### src/rtl/dfb_pkg.sv
package dfb_pkg;

  localparam int HDR_LEN   = 8;
  localparam int HDR_IDX_W = $clog2(HDR_LEN);
  localparam int CFG_IDX_W = 8;
  localparam int CFG_DATA_W = 40;

  localparam logic [15:0] CRC_INIT = 16'hFFFF;
  localparam logic [15:0] CRC_POLY = 16'h8408;
  localparam logic [15:0] CRC_XOR_OUT = 16'hFFFF;

  localparam logic [CFG_IDX_W-1:0] REG_HEADER_BYTE = CFG_IDX_W'(0);
  localparam logic [CFG_IDX_W-1:0] REG_CALL_SIGN   = CFG_IDX_W'(1);

  typedef enum logic [2:0] {
    PH_START,
    PH_HDR,
    PH_DATA,
    PH_CRC0,
    PH_CRC1
  } phase_e;

endpackage

### src/rtl/data_frame_builder_crc16.sv
// Downlink frame builder with reflected CRC-16 (poly 0x8408, init 0xFFFF,
// inverted at the end, low byte sent first).
// Input channel (in_valid_i/in_ready_o): one item per transfer. The first
// item of a packet produces an 8-byte header (flag, five call-sign bytes,
// zero, packet id), then its payload byte if the declared length is nonzero;
// later items one byte each; the closing item also gives the two CRC bytes.
// Output channel (out_valid_o/out_ready_i): one frame byte per transfer,
// frame_last_o and fill_after_o on the final byte, oversize_o on header-only
// frames whose declared length exceeded PAYLOAD_MAX.
// An accepted item is captured in the hold register at the transfer edge;
// its first byte is then registered in the output register.
// Throughput: one output byte per cycle from the byte sequencer while the
// receiver takes bytes; a mid-packet payload item gives one byte, a closing
// item three, a first item 8 to 11, and a swallowed surplus item none.
// The next item is taken in the cycle the current one emits its final byte
// or is swallowed. Reset clears the hold and output valid flags, the packet
// state and the configuration registers; no clearing pass is needed.
// When the receiver stalls the output register holds its byte and the
// sequencer and input side wait behind it.
module data_frame_builder_crc16 #(
  parameter int PAYLOAD_MAX = 90,
  parameter int FRAME_LEN   = 100
) (
  input  logic                            clk_i,
  input  logic                            rst_ni,
  input  logic                            cfg_we_i,
  input  logic [dfb_pkg::CFG_IDX_W-1:0]   cfg_idx_i,
  input  logic [dfb_pkg::CFG_DATA_W-1:0]  cfg_wdata_i,
  input  logic                            in_valid_i,
  output logic                            in_ready_o,
  input  logic [7:0]                      packet_id_i,
  input  logic [7:0]                      payload_len_i,
  input  logic [7:0]                      data_byte_i,
  input  logic                            last_i,
  output logic                            out_valid_o,
  input  logic                            out_ready_i,
  output logic [7:0]                      out_byte_o,
  output logic                            frame_last_o,
  output logic [6:0]                      fill_after_o,
  output logic                            oversize_o
);
  import dfb_pkg::*;

  localparam int CNT_W = $clog2(PAYLOAD_MAX + 1);
  localparam int FILL_OVER_I = (FRAME_LEN - HDR_LEN > 127) ? 127 : FRAME_LEN - HDR_LEN;
  localparam logic [6:0] FILL_OVER = 7'(FILL_OVER_I);
  localparam logic [8:0] FRAME_LEN_9 = 9'(FRAME_LEN);
  localparam logic [HDR_IDX_W-1:0] HDR_LAST = HDR_IDX_W'(HDR_LEN - 1);

  // configuration
  logic [7:0]  header_byte_q;
  logic [39:0] call_sign_q;

  // hold register
  logic       hold_valid_q;
  logic [7:0] pid_q, len_q, db_q;
  logic       last_q;

  // packet state
  phase_e               ph_q, ph_d;
  logic [HDR_IDX_W-1:0] hdr_idx_q, hdr_idx_d;
  logic                 in_packet_q, in_packet_d;
  logic                 drop_q, drop_d;
  logic                 over_q, over_d;
  logic [15:0]          crc_q, crc_d;
  logic [CNT_W-1:0]     count_q, count_d;
  logic [7:0]           decl_q, decl_d;

  // output register
  logic       out_valid_q;
  logic [7:0] out_byte_q, out_byte_d;
  logic       out_last_q, out_last_d;
  logic [6:0] out_fill_q, out_fill_d;
  logic       out_over_q, out_over_d;

  logic             emit, final_step, step, out_free;
  logic [15:0]      crc_base, crc_next;
  logic [7:0]       crc_byte, hdr_byte;
  logic [CNT_W-1:0] cnt_inc;
  logic [8:0]       used;
  logic [8:0]       fill_diff;
  logic [6:0]       fill_crc;
  logic             len_over;

  dfb_crc16_byte u_crc (
    .crc_i  (crc_base),
    .byte_i (crc_byte),
    .crc_o  (crc_next)
  );

  always_comb begin
    case (hdr_idx_q)
      HDR_IDX_W'(0): hdr_byte = header_byte_q;
      HDR_IDX_W'(6): hdr_byte = 8'h00;
      HDR_IDX_W'(7): hdr_byte = pid_q;
      default:       hdr_byte = call_sign_q[8*(int'(hdr_idx_q)-1) +: 8];
    endcase
  end

  assign len_over = 9'(len_q) > 9'(PAYLOAD_MAX);
  assign cnt_inc  = count_q + CNT_W'(1);

  // fill after the crc: frame length minus emitted bytes, clamped to 0..127
  assign used      = 9'(HDR_LEN + 2) + 9'(count_q);
  assign fill_diff = FRAME_LEN_9 - used;
  always_comb begin
    if (used >= FRAME_LEN_9) begin
      fill_crc = 7'd0;
    end else if (fill_diff > 9'd127) begin
      fill_crc = 7'd127;
    end else begin
      fill_crc = fill_diff[6:0];
    end
  end

  assign out_free = !out_valid_q || out_ready_i;

  always_comb begin
    ph_d        = ph_q;
    hdr_idx_d   = hdr_idx_q;
    in_packet_d = in_packet_q;
    drop_d      = drop_q;
    over_d      = over_q;
    crc_d       = crc_q;
    count_d     = count_q;
    decl_d      = decl_q;
    crc_base    = crc_q;
    crc_byte    = db_q;
    emit        = 1'b0;
    final_step  = 1'b0;
    out_byte_d  = db_q;
    out_last_d  = 1'b0;
    out_fill_d  = 7'd0;
    out_over_d  = 1'b0;

    case (ph_q)
      PH_START: begin
        if (drop_q) begin
          // surplus item after an early close: swallowed
          final_step = 1'b1;
          if (last_q) begin
            drop_d = 1'b0;
          end
        end else if (!in_packet_q) begin
          emit       = 1'b1;
          out_byte_d = hdr_byte;
          out_over_d = len_over;
          crc_base   = CRC_INIT;
          crc_byte   = hdr_byte;
          crc_d      = crc_next;
          count_d    = '0;
          decl_d     = len_q;
          over_d     = len_over;
          hdr_idx_d  = HDR_IDX_W'(1);
          ph_d       = PH_HDR;
        end else begin
          emit    = 1'b1;
          crc_d   = crc_next;
          count_d = cnt_inc;
          if (9'(cnt_inc) >= 9'(decl_q) || last_q) begin
            ph_d = PH_CRC0;
          end else begin
            final_step = 1'b1;
          end
        end
      end
      PH_HDR: begin
        emit       = 1'b1;
        out_byte_d = hdr_byte;
        out_over_d = over_q;
        crc_byte   = hdr_byte;
        crc_d      = crc_next;
        hdr_idx_d  = hdr_idx_q + HDR_IDX_W'(1);
        if (hdr_idx_q == HDR_LAST) begin
          if (over_q) begin
            out_last_d = 1'b1;
            out_fill_d = FILL_OVER;
            drop_d     = !last_q;
            final_step = 1'b1;
          end else begin
            in_packet_d = 1'b1;
            ph_d        = (decl_q == 8'd0) ? PH_CRC0 : PH_DATA;
          end
        end
      end
      PH_DATA: begin
        emit    = 1'b1;
        crc_d   = crc_next;
        count_d = cnt_inc;
        if (9'(cnt_inc) >= 9'(decl_q) || last_q) begin
          ph_d = PH_CRC0;
        end else begin
          final_step = 1'b1;
        end
      end
      PH_CRC0: begin
        emit       = 1'b1;
        out_byte_d = crc_q[7:0] ^ CRC_XOR_OUT[7:0];
        ph_d       = PH_CRC1;
      end
      PH_CRC1: begin
        emit        = 1'b1;
        out_byte_d  = crc_q[15:8] ^ CRC_XOR_OUT[15:8];
        out_last_d  = 1'b1;
        out_fill_d  = fill_crc;
        in_packet_d = 1'b0;
        drop_d      = !last_q;
        final_step  = 1'b1;
      end
      default: begin
        final_step = 1'b1;
      end
    endcase

    if (final_step) begin
      ph_d = PH_START;
    end
  end

  assign step       = hold_valid_q && (out_free || !emit);
  assign in_ready_o = !hold_valid_q || (step && final_step);

  always_ff @(posedge clk_i or negedge rst_ni) begin
    if (!rst_ni) begin
      header_byte_q <= '0;
      call_sign_q   <= '0;
    end else if (cfg_we_i) begin
      case (cfg_idx_i)
        REG_HEADER_BYTE: header_byte_q <= cfg_wdata_i[7:0];
        REG_CALL_SIGN:   call_sign_q   <= cfg_wdata_i[39:0];
        default: ;
      endcase
    end
  end

  always_ff @(posedge clk_i or negedge rst_ni) begin
    if (!rst_ni) begin
      hold_valid_q <= 1'b0;
    end else if (in_ready_o) begin
      hold_valid_q <= in_valid_i;
    end
  end

  always_ff @(posedge clk_i) begin
    if (in_ready_o && in_valid_i) begin
      pid_q  <= packet_id_i;
      len_q  <= payload_len_i;
      db_q   <= data_byte_i;
      last_q <= last_i;
    end
  end

  always_ff @(posedge clk_i or negedge rst_ni) begin
    if (!rst_ni) begin
      ph_q        <= PH_START;
      hdr_idx_q   <= '0;
      in_packet_q <= 1'b0;
      drop_q      <= 1'b0;
      over_q      <= 1'b0;
      crc_q       <= CRC_INIT;
      count_q     <= '0;
      decl_q      <= '0;
    end else if (step) begin
      ph_q        <= ph_d;
      hdr_idx_q   <= hdr_idx_d;
      in_packet_q <= in_packet_d;
      drop_q      <= drop_d;
      over_q      <= over_d;
      crc_q       <= crc_d;
      count_q     <= count_d;
      decl_q      <= decl_d;
    end
  end

  always_ff @(posedge clk_i or negedge rst_ni) begin
    if (!rst_ni) begin
      out_valid_q <= 1'b0;
    end else if (step && emit) begin
      out_valid_q <= 1'b1;
    end else if (out_ready_i) begin
      out_valid_q <= 1'b0;
    end
  end

  always_ff @(posedge clk_i) begin
    if (step && emit) begin
      out_byte_q <= out_byte_d;
      out_last_q <= out_last_d;
      out_fill_q <= out_fill_d;
      out_over_q <= out_over_d;
    end
  end

  assign out_valid_o  = out_valid_q;
  assign out_byte_o   = out_byte_q;
  assign frame_last_o = out_last_q;
  assign fill_after_o = out_fill_q;
  assign oversize_o   = out_over_q;

  a_no_drop_in_packet: assert property (@(posedge clk_i) disable iff (!rst_ni)
    !(in_packet_q && drop_q))
    else $error("drop and in-packet both set");

  a_fill_only_on_last: assert property (@(posedge clk_i) disable iff (!rst_ni)
    out_valid_o && !frame_last_o |-> fill_after_o == 7'd0)
    else $error("fill reported on a non-final byte");

  a_ready_means_step: assert property (@(posedge clk_i) disable iff (!rst_ni)
    in_ready_o && hold_valid_q |-> step && final_step)
    else $error("item released before its final byte");

  a_hdr_idx_nonzero: assert property (@(posedge clk_i) disable iff (!rst_ni)
    ph_q == PH_HDR |-> hdr_idx_q != '0)
    else $error("header index wrapped");

  a_emit_loads_out: assert property (@(posedge clk_i) disable iff (!rst_ni)
    step && emit |=> out_valid_o)
    else $error("emitted byte lost");

endmodule

### src/rtl/dfb_crc16_byte.sv
module dfb_crc16_byte (
  input  logic [15:0] crc_i,
  input  logic [7:0]  byte_i,
  output logic [15:0] crc_o
);
  import dfb_pkg::*;

  logic [15:0] c;
  logic [7:0]  b;

  // reflected crc, one bit per step, lsb first
  always_comb begin
    c = crc_i;
    b = byte_i;
    for (int i = 0; i < 8; i++) begin
      if (c[0] ^ b[0]) begin
        c = (c >> 1) ^ CRC_POLY;
      end else begin
        c = c >> 1;
      end
      b = b >> 1;
    end
    crc_o = c;
  end

endmodule
### config.mk
export PLATFORM = sky130hd
export DESIGN_NAME = data_frame_builder_crc16
export DESIGN_NICKNAME = d
export VERILOG_FILES = /design/src/rtl/dfb_pkg.sv /design/src/rtl/data_frame_builder_crc16.sv /design/src/rtl/dfb_crc16_byte.sv
export SDC_FILE = /design/constraint.sdc
export NUM_CORES = 1
export LEC_CHECK = 0
export BUFFER_PORTS_ARGS = -buffer_cell sky130_fd_sc_hd__buf_2
export CORE_UTILIZATION = 35
export DETAILED_ROUTE_END_ITERATION = 16
export GPL_TIMING_DRIVEN = 1
export SYNTH_ARGS = -nofsm -noshare
export SYNTH_HDL_FRONTEND = slang
export SYNTH_SLANG_ARGS = --single-unit
### constraint.sdc
create_clock -name clk_i -period 4.96 [get_ports clk_i]
set_input_delay 0 -clock clk_i [delete_from_list [all_inputs] [get_ports clk_i]]
set_output_delay 0 -clock clk_i [all_outputs]
set_load 0.005 [all_outputs]
* Word level (Yosys, flattened, before mapping)
Index checks and enable logic that the tools add are counted.
Cells by class: $add $sub $neg 5, magnitude comparators 4, equal/unequal tests 15, shift-type cells 1, mux-type cells 59, bitwise operators 20, reductions and logical operators 34
Operators by type and width (number):
- $mux W16 | 12
- $mux W7 | 6
- $shiftx A40 B7 Y8 | 1
- $pmux W16 S2 | 1
- $pmux W8 S4 | 1
- $pmux W7 S2 | 2
- $mux W3 | 8
- $not A2 Y3 | 8
- $pmux W8 S3 | 1
- $mux W1 | 17
- $logic_not A8 Y1 | 2
- $mux W8 | 2
- $not A8 Y8 | 2
- $pmux W8 S2 | 1
- $reduce_and A4 Y1 | 4
- $pmux W3 S4 | 1
- $ne A2 B2 Y1 const B | 5
- $reduce_bool A2 Y1 | 5
- $eq A3 B3 Y1 const B | 3
- $gt A9 B7 Y1 const B | 1
- $ne A3 B3 Y1 const B | 3
- $sub A7 B8 Y9 const A | 1
- $add A4 B7 Y8 const A | 1
- $eq A8 B1 Y1 const B | 1
- 25 further kinds | 49
Storage, ports and cells: register bits 132, bits of input ports 78, word-level logic and storage cells 158

* Depth between registers and ports, before layout
Gate-level depths: netlist of run 1.
depth after elaboration 24, mapped depth 12, mapped depth without buffers 10

* Cells and area by module
Synthesis of run 1 repeated with hierarchy kept, for this count alone.
Second synthesis, totals: cell total of the unflattened synthesis 619, area, all modules 7231.9 um^2
Modules (own cells, without submodules):
- data_frame_builder_crc16 | instances 1, cells an instance 594, area each 6840.3 um^2
- dfb_crc16_byte | instances 1, cells an instance 25, area each 391.6 um^2

* Least setup slack after synthesis of run 1
OpenSTA, ideal clock, no wires.
kind register to register, from register count_q[1], to register db_q[0], enable pin, arrival time 3.013 ns, required time 4.577 ns, path slack 1.564 ns, cell stages (with the launch flop) 10, buffers on the path 1, cells stage by stage dfrtp_1 ha_1 clkbuf_1 nand4_1 xnor2_1 ha_1 a2111oi_0 o21ai_0 a211oi_1 o21a_1
On the way: cells in the longest elaborated chain, start to end 10
Ends and longest elaborated chain:
- from (decl) | line data_frame_builder_crc16.sv:66 | logic [CNT_W-1:0] count_q, count_d;
- from (signal assigned) | line data_frame_builder_crc16.sv:270 | count_q <= count_d;
- $add A7 B1 Y7 * | line data_frame_builder_crc16.sv:101 | assign cnt_inc = count_q + CNT_W'(1);
- $ge A7 B8 Y1 * | line data_frame_builder_crc16.sv:160, data_frame_builder_crc16.sv:190
- $logic_or A1 B1 Y1 * | line data_frame_builder_crc16.sv:160, data_frame_builder_crc16.sv:190
- $mux W1 * | line data_frame_builder_crc16.sv:160, data_frame_builder_crc16.sv:190
- $mux W1 | line data_frame_builder_crc16.sv:144 | end else if (!in_packet_q) begin
- $mux W1 | line data_frame_builder_crc16.sv:138 | if (drop_q) begin
- $pmux W1 S4 * | line data_frame_builder_crc16.sv:136 | case (ph_q)
- $logic_and A1 B1 Y1 * | line data_frame_builder_crc16.sv:221 | assign in_ready_o = !hold_valid_q || (step && final_step);
- $logic_or A1 B1 Y1 * | line data_frame_builder_crc16.sv:221
- $logic_and A1 B1 Y1 * | line data_frame_builder_crc16.sv:245 | if (in_ready_o && in_valid_i) begin
- to (signal assigned) | line data_frame_builder_crc16.sv:248 | db_q <= data_byte_i;
- to (decl) | line data_frame_builder_crc16.sv:56 | logic [7:0] pid_q, len_q, db_q;
Mark *: on every way between the ends. The rest lies on a longest branch, timed or not. A chain may end at the register's enable or synchronous reset.

* Worst setup path in the final report of run 1
from register count_q[1], to register db_q[6], enable pin
Same word-level chain as after synthesis.

==> results of run 1 <==
[critical path, cell delays in order (launching register included)]
cell,delay (ns)
dfrtp_1,0.49
ha_1,0.42
nand4_1,0.16
xnor2_1,0.22
ha_1,0.27
a2111oi_0,0.33
o21ai_0,0.26
a211oi_1,0.38
o21a_1,0.18
buf_4,0.34
[synthesized netlist by cell type, types with 3 or more instances]
cell and instances:
mux2_2 57, and2_1 3, buf_1 5, o22ai_1 6, a31oi_1 4, a21o_1 8, a22o_1 5, nor2_1 59
xnor3_1 4, edfxtp_1 42, buf_6 4, nor2b_1 10, dfstp_2 16, nor3_1 5, a21oi_1 51, clkbuf_1 14
dfrtp_1 74, inv_1 16, o31ai_1 9, o21ai_0 42, a221oi_1 7, mux2_1 4, mux2i_1 5, nand2_1 51
o21bai_1 4, xnor2_1 27, a211oi_1 3, nand3_1 8, nand2b_1 5, nand4_1 5, o21a_1 10, a2bb2oi_1 9
ha_1 16, a22oi_1 5, buf_2 8, xor2_1 8
[sequential cells by signal, summed over array words and instances (netlist names), 7 cells and up]
register and count:
call_sign_q 40, count_q 7, crc_q 16, db_q 8
decl_q 8, fill_after_o 7, header_byte_q 8, len_q 8
out_byte_o 8, pid_q 8
[layout by cell type (no fill, tap or decap), types with 10 or more instances in the layout]
cell type and instances:
nand2_1 51, xnor2_1 27, inv_1 16, o21a_1 10, ha_1 16, dlygate4sd3_1 67, nor2b_1 10, dfstp_2 16
mux2_2 57, buf_2 95, dfrtp_1 74, o21ai_0 42, nor2_1 59, a21oi_1 51, clkbuf_16 18, edfxtp_1 42
[area by class of cell]
| cell class | instances | area share, % |
|---|---|---|
| Tap cell | 265 | 3.71 |
| Clock buffer | 20 | 5.34 |
| Sequential cell | 132 | 39.5 |
| Clock inverter | 12 | 1.02 |
| Multi-Input combinational cell | 458 | 36.4 |
| Inverter | 18 | 0.755 |
| Timing Repair Buffer | 168 | 13.3 |
[final timing paths]
check,cells after the start,from,to
worst max-delay path,9,count_q[1],db_q[6]
worst min-delay path,3,out_ready_i,out_valid_o
worst max register to register,9,count_q[1],db_q[6]
worst min register to register,2,len_q[2],decl_q[2]
max in group asynchronous,3,rst_ni,count_q[4]
min in group asynchronous,2,rst_ni,call_sign_q[13]
[through the flow]
step | utilization (%) | power (mW) | hold slack, ns | setup slack [ns] | std cells
after floorplan | - | 3.97 | -0.296 | 1.56 | 639
after global placement | 39.5 | 4.61 | 0.0182 | 1.68 | 974
after detailed placement | 39.5 | 4.64 | 0.0200 | 1.59 | 974
after CTS | 45.8 | 5.90 | 0.0112 | 1.57 | 1073
after global routing | 45.8 | 6.28 | 0.0441 | 1.18 | 1073
final | 45.8 | 5.87 | 0.0159 | 1.57 | 1073
[power by group through the flow]
| stage | sequential [mW] | combinational (mW) | clock (mW) |
|---|---|---|---|
| global placement | 1.88 | 2.72 | 0 |
| global route | 1.92 | 3.09 | 1.27 |
| finish | 1.87 | 2.79 | 1.20 |
| floorplan | 1.78 | 2.20 | 0 |
| detailed placement | 1.89 | 2.75 | 0 |
| CTS | 1.87 | 2.80 | 1.22 |
[cell families (layout without fill, tap and decap cells)]
| group | Yosys count | in the layout | synth area share, % |
|---|---|---|---|
| simple gates | 157 | 157 | 10.1 |
| buf+inv | 49 | 218 | 3.20 |
| flops | 132 | 132 | 50.5 |
| fa+ha+maj | 16 | 16 | 2.86 |
| compound gates | 178 | 178 | 16.7 |
| mux | 66 | 66 | 10.5 |
| xor+xnor | 41 | 41 | 6.13 |
[metal layers]
metal,vias up,GRT usage (%)
met2,164,29.1
met5,-,0
met3,23,3.73
met4,0,6.83
met1,2623,23.8
li1,2631,-
[timing repair]
action,in CTS,in global routing
buffers inserted,0,0
hold buffers,67,0
hold endpoints to repair,114,0
==> results.json, run 1 <==
{
  "status": "finished clean",
  "cts-htree-levels": 4,
  "crit_type": "reg -> reg",
  "ant_nets": 0,
  "drt-met1-wl_mm": 8.10,
  "p_comb_share_pct": 47.6,
  "dr.first_iter.drc_count": 370,
  "synth_seq_cells": 132,
  "synth-seq-area-share_pct": 50.5,
  "rows": 51,
  "avgSynthCellArea_um2": 11.0,
  "grt_first_pass_wirelength_mm": 28.0,
  "coreArea_um2": 19500,
  "synth_edf_count": 42,
  "hp-class": "in -> reg",
  "start_util_pct": 35.8,
  "vias_per_cell": 5.07,
  "clk_pin_slew_ns": 0.06,
  "vias": 5441,
  "worstPathMaxFanout": 25,
  "setup_tns_ns": 0,
  "clock-skew-final_ns": 0.0135,
  "clockRootBuffer": "clkbuf_16",
  "place_area_um2": 7710,
  "overflow": 0,
  "synthFlopType": "dfrtp_1",
  "drt-total-wl_mm": 17.7,
  "ys_async_sr_fraction_pct": 68.2,
  "clock-sinks": 132,
  "clk_latency_ns": 0.43,
  "dr_wl_met2_mm": 8.39,
  "dp_hpwl_mm": 12.1,
  "num_io_pins": 97,
  "worst_slew_pin_slew_ns": 1.04,
  "cp-start-kind": "flip-flop",
  "end_kind": "flip-flop",
  "p_leak_nw": 3.97,
  "routed.top_layer": "met4",
  "syn_nets": 733,
  "fin_area_um2": 8950,
  "antenna_found_initial": 0,
  "clockPowerShare_pct": 20.5,
  "antenna_cells": 0,
  "die_w_um": 143,
  "synthCells": 639,
  "finalSetupViolations": 0,
  "synth_area_leaders": "dfrtp_1, edfxtp_1, mux2_2, dfstp_2, a21oi_1",
  "rsz0062_at_grt": "no",
  "filler_cell_count": 1857,
  "max_freq_mhz": 295,
  "grt_max_degree": 51,
  "relSlewSlack_pct": 30.9,
  "numCtsBuffers": 17,
  "yosysWarnings": 0,
  "met3RoutedLength_um": 830,
  "crit_arrival_ns": 3.48,
  "die_area_um2": 20600,
  "drc": 0,
  "cap_violations": 0,
  "ctsResizeCount": 0,
  "min_period_ns": 3.39,
  "grt_pass1_vias": 5348,
  "area.growth.synth_to_final_pct": 27.8,
  "peakVddDrop_mv": 0.358,
  "fin_crit_sh_pct": 68.4,
  "cts_tree": "done",
  "finalHoldViolations": 0,
  "synthDistinctLibCells": 60,
  "place_congestion": 0.837,
  "firstDrtPassIters": 5,
  "switching_share_pct": 39.9,
  "p_switching_mw": 2.34,
  "layout-drive-gt1-share_pct": 27.5,
  "maxSlewViolCount": 0,
  "yosysTopAreaCell": "dfrtp_1",
  "r2r_slack_ns": 1.57,
  "clk_path_buf_depth": 2,
  "fin_nets": 889,
  "port_buffers": 96,
  "final-seq-area_um2": 3530,
  "seqPwrFrac_pct": 31.9,
  "grt_usage_pct": 18.1,
  "cp_data_required_time_ns": 5.05,
  "fp.dieH_um": 143,
  "avgRoutedWirePerCell_um": 16.5,
  "synth_top_area_share_pct": 26.5,
  "pwr_density_cell_nw_per_um2": 656,
  "multi_input_area_um2": 3250,
  "intPower_mw": 3.53,
  "synth.cell_area_um2": 7000
}
(Power assumes the default switching activity.)
==> run 2: changes to the inputs <==
- ABC_AREA: default -> 1
- clock period: 4.96 -> 3.52 ns (I/O delays scaled with it)
==> results.json, run 2 <==
{
  "status": "finished clean",
  "total_power_mw": 8.76,
  "place_area_um2": 7970,
  "p_switching_mw": 3.94,
  "cp-start-kind": "flip-flop",
  "largest_reg_flops": 40,
  "rsz0062_at_grt": "no",
  "dp_hpwl_mm": 12.3,
  "fin_area_um2": 9240,
  "rows": 52,
  "die_area_um2": 21100,
  "cts-htree-levels": 4,
  "vias": 6321,
  "final-seq-area_um2": 3530,
  "post-place-ws_ns": 0.393,
  "grt_first_pass_wirelength_mm": 29.9,
  "start_util_pct": 35.7,
  "place_congestion": 0.851,
  "layout_common_cells": "nand2_1, inv_1, buf_2",
  "numCtsBuffers": 17,
  "drt-total-wl_mm": 17.7,
  "top_regs": "call_sign_q: 40 flops, crc_q: 16 flops",
  "clock-skew-final_ns": 0.0134,
  "reg2reg_depth": 15,
  "synth_top_area_share_pct": 25.7,
  "filler_cell_count": 1976,
  "clockPowerShare_pct": 19.9,
  "yosysTopAreaCell": "dfrtp_1",
  "cts_tree": "done",
  "r2r-end": "db_q[2]",
  "final_common_cell": "nand2_1",
  "layout-drive-gt1-share_pct": 17.8,
  "synth_seq_cells": 132,
  "seqPwrFrac_pct": 28.5,
  "multi_input_area_um2": 3090,
  "end_kind": "flip-flop",
  "port_buffers": 96,
  "synthFlopType": "dfrtp_1",
  "synth_most_common_cell": "nand2_1",
  "die_w_um": 145,
  "cap_violations": 0,
  "avgRoutedWirePerCell_um": 13.2,
  "vias_per_cell": 4.70,
  "top_register": "call_sign_q",
  "clk_latency_ns": 0.42,
  "setup_tns_ns": 0,
  "grt_pass1_vias": 6057,
  "synth_area_leaders": "dfrtp_1, edfxtp_1, nand2_1, inv_1, dfstp_2",
  "num_io_pins": 97,
  "syn_nets": 985,
  "synthDistinctLibCells": 43,
  "firstDrtPassIters": 5,
  "pwr_density_cell_nw_per_um2": 948,
  "synth.cell_area_um2": 7190,
  "worst_slew_pin_slew_ns": 0.961,
  "worstPathMaxFanout": 16,
  "fin_nets": 1155,
  "p_leak_nw": 4.52,
  "finalSetupViolations": 0,
  "antenna_found_initial": 1,
  "cp_data_required_time_ns": 3.62,
  "r2r_slack_ns": 0.37,
  "grt_max_degree": 81,
  "avgSynthCellArea_um2": 8.07,
  "area.growth.synth_to_final_pct": 28.5,
  "rr_startpoint": "count_q[1]",
  "ys_async_sr_fraction_pct": 68.2,
  "overflow": 0,
  "grt_usage_pct": 17.8,
  "fin_crit_sh_pct": 89.4,
  "synth_edf_count": 42,
  "relSlewSlack_pct": 35.9,
  "maxSlewViolCount": 0,
  "hp-class": "in -> async",
  "synthTopCellsByCount": "nand2_1, inv_1, o21ai_0",
  "clk_path_buf_depth": 2,
  "worst_slack_ns": 0.372,
  "synthCells": 891,
  "max_freq_mhz": 318,
  "yosysWarnings": 0,
  "finalHoldViolations": 0,
  "min_period_ns": 3.15,
  "dr.first_iter.drc_count": 336,
  "clockRootBuffer": "clkbuf_16",
  "crit_type": "reg -> reg",
  "p_comb_share_pct": 51.6,
  "fp.dieH_um": 145,
  "clk_pin_slew_ns": 0.06,
  "ant_nets": 0,
  "switching_share_pct": 45.0,
  "synth-seq-area-share_pct": 49.1,
  "clock-sinks": 132,
  "crit_arrival_ns": 3.25,
  "intPower_mw": 4.82,
  "peakVddDrop_mv": 0.439,
  "drc": 0,
  "ctsResizeCount": 0,
  "coreArea_um2": 20200
}
## run 2: worst max path at each step
stage / start / to
after floorplan: count_q[1] / db_q[0]
final: count_q[1] / db_q[2]
after global routing: count_q[1] / db_q[3]
after CTS: count_q[1] / db_q[3]
after detailed placement: count_q[1] / db_q[5]
after global placement: count_q[1] / db_q[5]
## run 2: critical path, stage by stage, from the launching register on
cell and delay [ns]:
dfrtp_1 0.42, ha_1 0.22, nand2_1 0.08, nor3_1 0.18, xor2_1 0.21, inv_1 0.06, ha_1 0.28, a21oi_1 0.13
nor2_1 0.06, a21oi_1 0.11, nand4_1 0.15, a21oi_1 0.16, nor3_1 0.09, or2_1 0.25, a21oi_2 0.15, buf_4 0.28
## run 2: stage by stage
step / std cells / util, % / hold slack, ns
after floorplan: 891 / - / -0.296
after global placement: 1243 / 39.5 / -0.161
after detailed placement: 1243 / 39.5 / -0.162
after CTS: 1344 / 45.8 / 0.213
after global routing: 1345 / 45.8 / 0.241
final: 1345 / 45.8 / 0.209
## run 2: logic make-up (layout without fill, tap and decap cells)
family / count (synthesis) / in the layout / share of synthesized area, %
other cells: 0 / 1 / 0
mux: 1 / 1 / 0.139
simple gates: 438 / 438 / 27.2
fa+ha+maj: 16 / 16 / 2.78
compound gates: 149 / 149 / 11.5
xor+xnor: 10 / 10 / 1.22
buf+inv: 145 / 328 / 8.07
flops: 132 / 132 / 49.1
## run 2: final cells by class
type	instances	area share (%)
diodes	1	0.0271
clock buffers	22	5.36
clock inverters	10	0.975
inverters	123	5.02
multi-input cells	614	33.4
flip-flops and latches	132	38.2
well taps	270	3.65
repair buffers	173	13.3
## run 2: power by group through the flow
stage          Sequential [mW]  Combinational (mW)  Clock (mW)
6_report                  2.50                4.52        1.74
5_1_grt                   2.55                5.14        1.85
4_1_cts                   2.50                4.52        1.79
3_5_place_dp              2.52                4.43           0
3_3_place_gp              2.52                4.37           0
2_1_floorplan             2.47                3.34           0
## run 2: timing repair
item                      CTS  global route
hold endpoints to repair  149             0
hold buffers               69             0
setup buffers               0             0
## run 2: metal layers
layer	track usage, %	vias up	wire length, um
met5	0	-	0
met2	28.6	160	8250
met4	4.63	0	190
li1	-	3256	-
met1	24.4	2890	8540
met3	3.95	15	767
